===== src/hdl/tmcw_pkg.sv =====
// ----------------------------------------------------------------------------
// tmcw_pkg
// Shared codes, constants and controller/datapath interface structs for the
// text-mode console writer.
// ----------------------------------------------------------------------------
`default_nettype none

package tmcw_pkg;

  typedef enum logic [2:0] {
    CMD_PUT_CHAR  = 3'd0,
    CMD_BACKSPACE = 3'd1,
    CMD_PUT_CELL  = 3'd2,
    CMD_SCROLL    = 3'd3,
    CMD_READ_CELL = 3'd4
  } cmd_e;

  // register index, taken from paddr[2]
  localparam logic REG_TEXT_COLOR = 1'b0;

  localparam logic [15:0] BLANK_CELL     = 16'h0720;
  localparam logic [7:0]  NEWLINE_CODE   = 8'h0A;
  localparam logic [7:0]  SPACE_CODE     = 8'h20;
  localparam logic [7:0]  TEXT_COLOR_RST = 8'h07;

  typedef struct packed {
    logic capture;
    logic clear_step;
    logic scroll_start;
    logic blank_step;
    logic wr_cell;
    logic rd_cell;
    logic finish;
  } ctl_cmd_t;

  typedef struct packed {
    logic clear_last;
    logic blank_last;
    logic wr_before;
    logic do_scroll;
    logic wr_after;
    logic rd_cell;
    logic out_free;
  } dp_stat_t;

endpackage

`default_nettype wire


===== src/hdl/tmcw_ctrl.sv =====
// ----------------------------------------------------------------------------
// tmcw_ctrl
// Sequencer: clearing pass after reset, then per word the write, row
// blanking, second write, read and result steps.
// ----------------------------------------------------------------------------
`default_nettype none

module tmcw_ctrl (
  input  wire logic               clk_i,
  input  wire logic               rst_ni,
  input  wire logic               in_valid_i,
  output logic                    in_ready_o,
  input  wire tmcw_pkg::dp_stat_t stat_i,
  output tmcw_pkg::ctl_cmd_t      cmd_o
);
  import tmcw_pkg::*;

  typedef enum logic [3:0] {
    ST_CLEAR,
    ST_IDLE,
    ST_PLAN,
    ST_WRITE1,
    ST_SCROLL,
    ST_BLANK,
    ST_WRITE2,
    ST_READ,
    ST_FINISH
  } state_e;

  state_e state_q, state_d;
  state_e after_wr1, after_scroll, after_wr2;
  logic   in_ready_q;

  assign after_wr2    = stat_i.rd_cell ? ST_READ : ST_FINISH;
  assign after_scroll = stat_i.wr_after ? ST_WRITE2 : after_wr2;
  assign after_wr1    = stat_i.do_scroll ? ST_SCROLL : after_scroll;

  always_comb begin
    state_d = state_q;
    case (state_q)
      ST_CLEAR:  if (stat_i.clear_last) state_d = ST_IDLE;
      ST_IDLE:   if (in_valid_i) state_d = ST_PLAN;
      ST_PLAN:   state_d = stat_i.wr_before ? ST_WRITE1 : after_wr1;
      ST_WRITE1: state_d = after_wr1;
      ST_SCROLL: state_d = ST_BLANK;
      ST_BLANK:  if (stat_i.blank_last) state_d = after_scroll;
      ST_WRITE2: state_d = after_wr2;
      ST_READ:   state_d = ST_FINISH;
      ST_FINISH: if (stat_i.out_free) state_d = ST_IDLE;
      default:   state_d = ST_CLEAR;
    endcase
  end

  always_ff @(posedge clk_i or negedge rst_ni) begin
    if (!rst_ni) begin
      state_q    <= ST_CLEAR;
      in_ready_q <= 1'b0;
    end else begin
      state_q    <= state_d;
      in_ready_q <= (state_d == ST_IDLE);
    end
  end

  assign in_ready_o = in_ready_q;

  always_comb begin
    cmd_o              = '0;
    cmd_o.capture      = (state_q == ST_IDLE) && in_valid_i;
    cmd_o.clear_step   = (state_q == ST_CLEAR);
    cmd_o.scroll_start = (state_q == ST_SCROLL);
    cmd_o.blank_step   = (state_q == ST_BLANK);
    cmd_o.wr_cell      = (state_q == ST_WRITE1) || (state_q == ST_WRITE2);
    cmd_o.rd_cell      = (state_q == ST_READ);
    cmd_o.finish       = (state_q == ST_FINISH) && stat_i.out_free;
  end

endmodule

`default_nettype wire


===== config.mk =====
export PLATFORM = sky130hd
export DESIGN_NAME = tmcw_ctrl
export DESIGN_NICKNAME = d
export VERILOG_FILES = /design/src/hdl/tmcw_pkg.sv /design/src/hdl/tmcw_ctrl.sv
export SDC_FILE = /design/constraint.sdc
export NUM_CORES = 1
export LEC_CHECK = 0
export BUFFER_PORTS_ARGS = -buffer_cell sky130_fd_sc_hd__buf_2
export CORE_AREA = 4 4 41 43
export DETAILED_ROUTE_END_ITERATION = 12
export DIE_AREA = 0 0 45 47
export PLACE_DENSITY_LB_ADDON = 0.3
export SLEW_MARGIN = 10
export SYNTH_ARGS = -nofsm -noshare
export SYNTH_HDL_FRONTEND = slang
export SYNTH_SLANG_ARGS = --single-unit
export TNS_END_PERCENT = 5

===== constraint.sdc =====
create_clock -name clk_i -period 1.5 [get_ports clk_i]
set_clock_uncertainty 0.2 [all_clocks]
set_input_delay 0.3 -clock clk_i [delete_from_list [all_inputs] [get_ports clk_i]]
set_output_delay 0.3 -clock clk_i [all_outputs]
set_load 0.005 [all_outputs]

==> out/results.txt <==
status: finished, violations left
failing checks: negative setup slack
Max-Cap Viols: 0
Worst EP required: 1.00 ns
syn_nets: 62
WL per Instance: 13.08 um
Min Hold Slack: 0.1504 ns
largest net degree at the start of global routing: 16
sequential area share after synthesis: 26.11%
cell family with most CP delay: simple AND/OR/NAND/NOR gates
Startpoint Class: flip-flop
GPL Wtd Cong: 0.7706
worst path buffer plus inverter count: 1
Distinct cells, synth: 34
layout cells sized above 1: 54.32%
RSZ-0062 raised after global routing: yes
Warnings, synthesis: 0
total grt overflow: 0
# IOs: 18
Max Fclk: 0.5402 GHz
cell-by-cell trace of the critical path: or3b_4 -> nor3b_4 -> buf_2
dpl hpwl: 965.8 um
Rel. slew slack: 77.67%
period utilisation layout: 123.4%
Std-Cell Rows: 13
later-pin clock latency in the skew report: 0.24 ns
fin util: 53.75%
Filler cells: 139
number of detailed-route iterations in the first pass: 4
vias in the first global route: 494
H-Tree Level Count: 1
Post-Syn Instances: 52
Hold Fails Final Rpt: 0
Hold WC Path Type: in -> reg
initial antenna violation count: 0
Worst Path Class, Setup: reg -> out
WP data arrival: 1.35 ns
routed via count: 508
power per cell area: 1796 mW/mm^2
TritonCTS clock tree: built
synth top area cells: dfrtp_1, nor3b_2, nor3b_1
Initial DRC Count: 17
Ant. Diodes: 0
die width: 45 um
I/O Buffers: 17
Area Overhead vs Synth: 45.95%
Worst Setup End Kind: output port
Routed Antenna Nets: 0
CTS buffer count: 3
final worst path period need: 1.851 ns
Final Total Pwr: 1257 uW
clk root buf: clkbuf_4
Via density: 5.292
worst-margin pin slew: 0.3307 ns
Num Clock Sinks: 5
max-slew violations: 0
final setup fails: 9
worst-path fanout max: 3
Clock transition at path regs: 0.05 ns
register bit total from synthesis: 5
DR DRC count: 0
initial core utilization: 36.83%
Worst VDD drop: 1.057 mV
Die ar.: 0.002115 mm^2
first-pass GRT wire length: 2139 um
crit path max-delay cell type: dfrtp_1
setup repair bufs after CTS: 0
worst slack, placed: -0.08872 ns
Bufs on Longest Clock Path: 2
post-route setup slack: -0.3512 ns
final net count: 92
GRT Resource Usage Total: 13.88%
Total Wirelength: 1256 um
Syn Std Cell Area: 479.2 um^2
Mean Syn Cell Area: 9.216 um^2
area of the core: 0.001301 mm^2
Worst path max stage delay: 0.39 ns
cell taking the most area after synthesis: dfrtp_1
Synth top area share: 26.11%
Die Ht: 47 um
Leak: 0.0003275 uW
==> power by group <==
group / internal, uW / leakage (uW) / switching (uW)
sequential: 193 / 0.0000645 / 33.1
combinational: 457 / 0.000248 / 420
clock: 100 / 0.0000150 / 53.0
total: 751 / 0.000328 / 506
==> state kept, by name (all words and copies together) (netlist names) <==
signal	flops
state_q	4
in_ready_o	1
==> layout by cell type (no fill, tap or decap), types with 2 or more instances in the layout <==
| cell | n |
|---|---|
| and2b_2 | 2 |
| nand2b_1 | 3 |
| nor3_1 | 3 |
| clkbuf_4 | 3 |
| buf_4 | 10 |
| nor3b_1 | 3 |
| o21ai_0 | 3 |
| dfrtp_1 | 5 |
| nand2_1 | 3 |
| buf_2 | 17 |
| and4b_1 | 2 |
==> final timing paths <==
path,to,cells past startpoint,startpoint,slack (ns)
worst max-delay path,cmd_o[0],3,state_q[1],-0.35
min in group asynchronous,state_q[3],2,rst_ni,0.20
max in group asynchronous,state_q[1],2,rst_ni,0.76
worst max register to register,in_ready_o,5,state_q[1],-0.11
worst min register to register,state_q[3],2,state_q[0],0.46
worst min-delay path,state_q[3],2,stat_i[0],0.15
==> metal layers <==
layer | track usage [%] | vias to the layer above | routed length [um]
li1 | - | 258 | -
met1 | 17.47 | 235 | 565
met2 | 23.73 | 15 | 624
met3 | 3.448 | 0 | 66
met4 | 3.509 | 0 | 0
met5 | 0 | - | 0
==> what timing repair did <==
item / CTS / global route
gates resized for setup: 3 / 4
hold endpoints to repair: 5 / 0
hold buffers: 1 / 0
pin swaps: 1 / 1
setup endpoints to repair: 10 / 12
==> synthesized netlist by cell type <==
cell type,number
dfrtp_1,5
nand2_1,3
nand2b_1,3
nor3_1,3
nor3b_1,3
o21ai_0,3
and2b_2,2
and4b_1,2
nor2_1,2
nor3b_2,2
a211oi_2,1
a21oi_1,1
a221oi_2,1
a31oi_1,1
and3_1,1
buf_2,1
buf_4,1
buf_6,1
clkbuf_8,1
inv_1,1
mux2i_1,1
nand3_1,1
nand4_1,1
nand4b_1,1
nand4bb_1,1
nor4_1,1
o21a_1,1
o22ai_1,1
o311ai_0,1
o31a_2,1
o32ai_1,1
or2b_2,1
or3b_1,1
xnor2_1,1
==> stage by stage <==
step / area [um^2] / std cells / setup TNS, ns
2_1_floorplan: 479.2 / 52 / -0.1812
3_3_place_gp: 628.1 / 91 / -0.2579
3_5_place_dp: 628.1 / 91 / -0.3087
4_1_cts: 680.7 / 96 / -2.109
5_1_grt: 699.4 / 96 / -2.758
6_report: 699.4 / 96 / -2.056
==> cell type report <==
type | count | area, um^2 | area share, %
multi-input combinational | 42 | 344.1 | 49.19
timing repair buffer | 29 | 181.4 | 25.94
sequential | 5 | 125.1 | 17.89
clock buffer | 4 | 26.28 | 3.757
tap | 15 | 18.77 | 2.683
inverter | 1 | 3.754 | 0.5367
==> cell families (layout without fill, tap and decap cells) <==
kind of cell | after synthesis | count (layout) | synth area share, %
flip-flops | 5 | 5 | 26.11
AO/OA/AOI/OAI | 12 | 12 | 19.84
buffers and inverters | 5 | 34 | 8.614
multiplexers | 1 | 1 | 2.089
XOR/XNOR | 1 | 1 | 1.828
AND/OR/NAND/NOR | 28 | 28 | 41.52
Power figures use the tool's default switching activity.
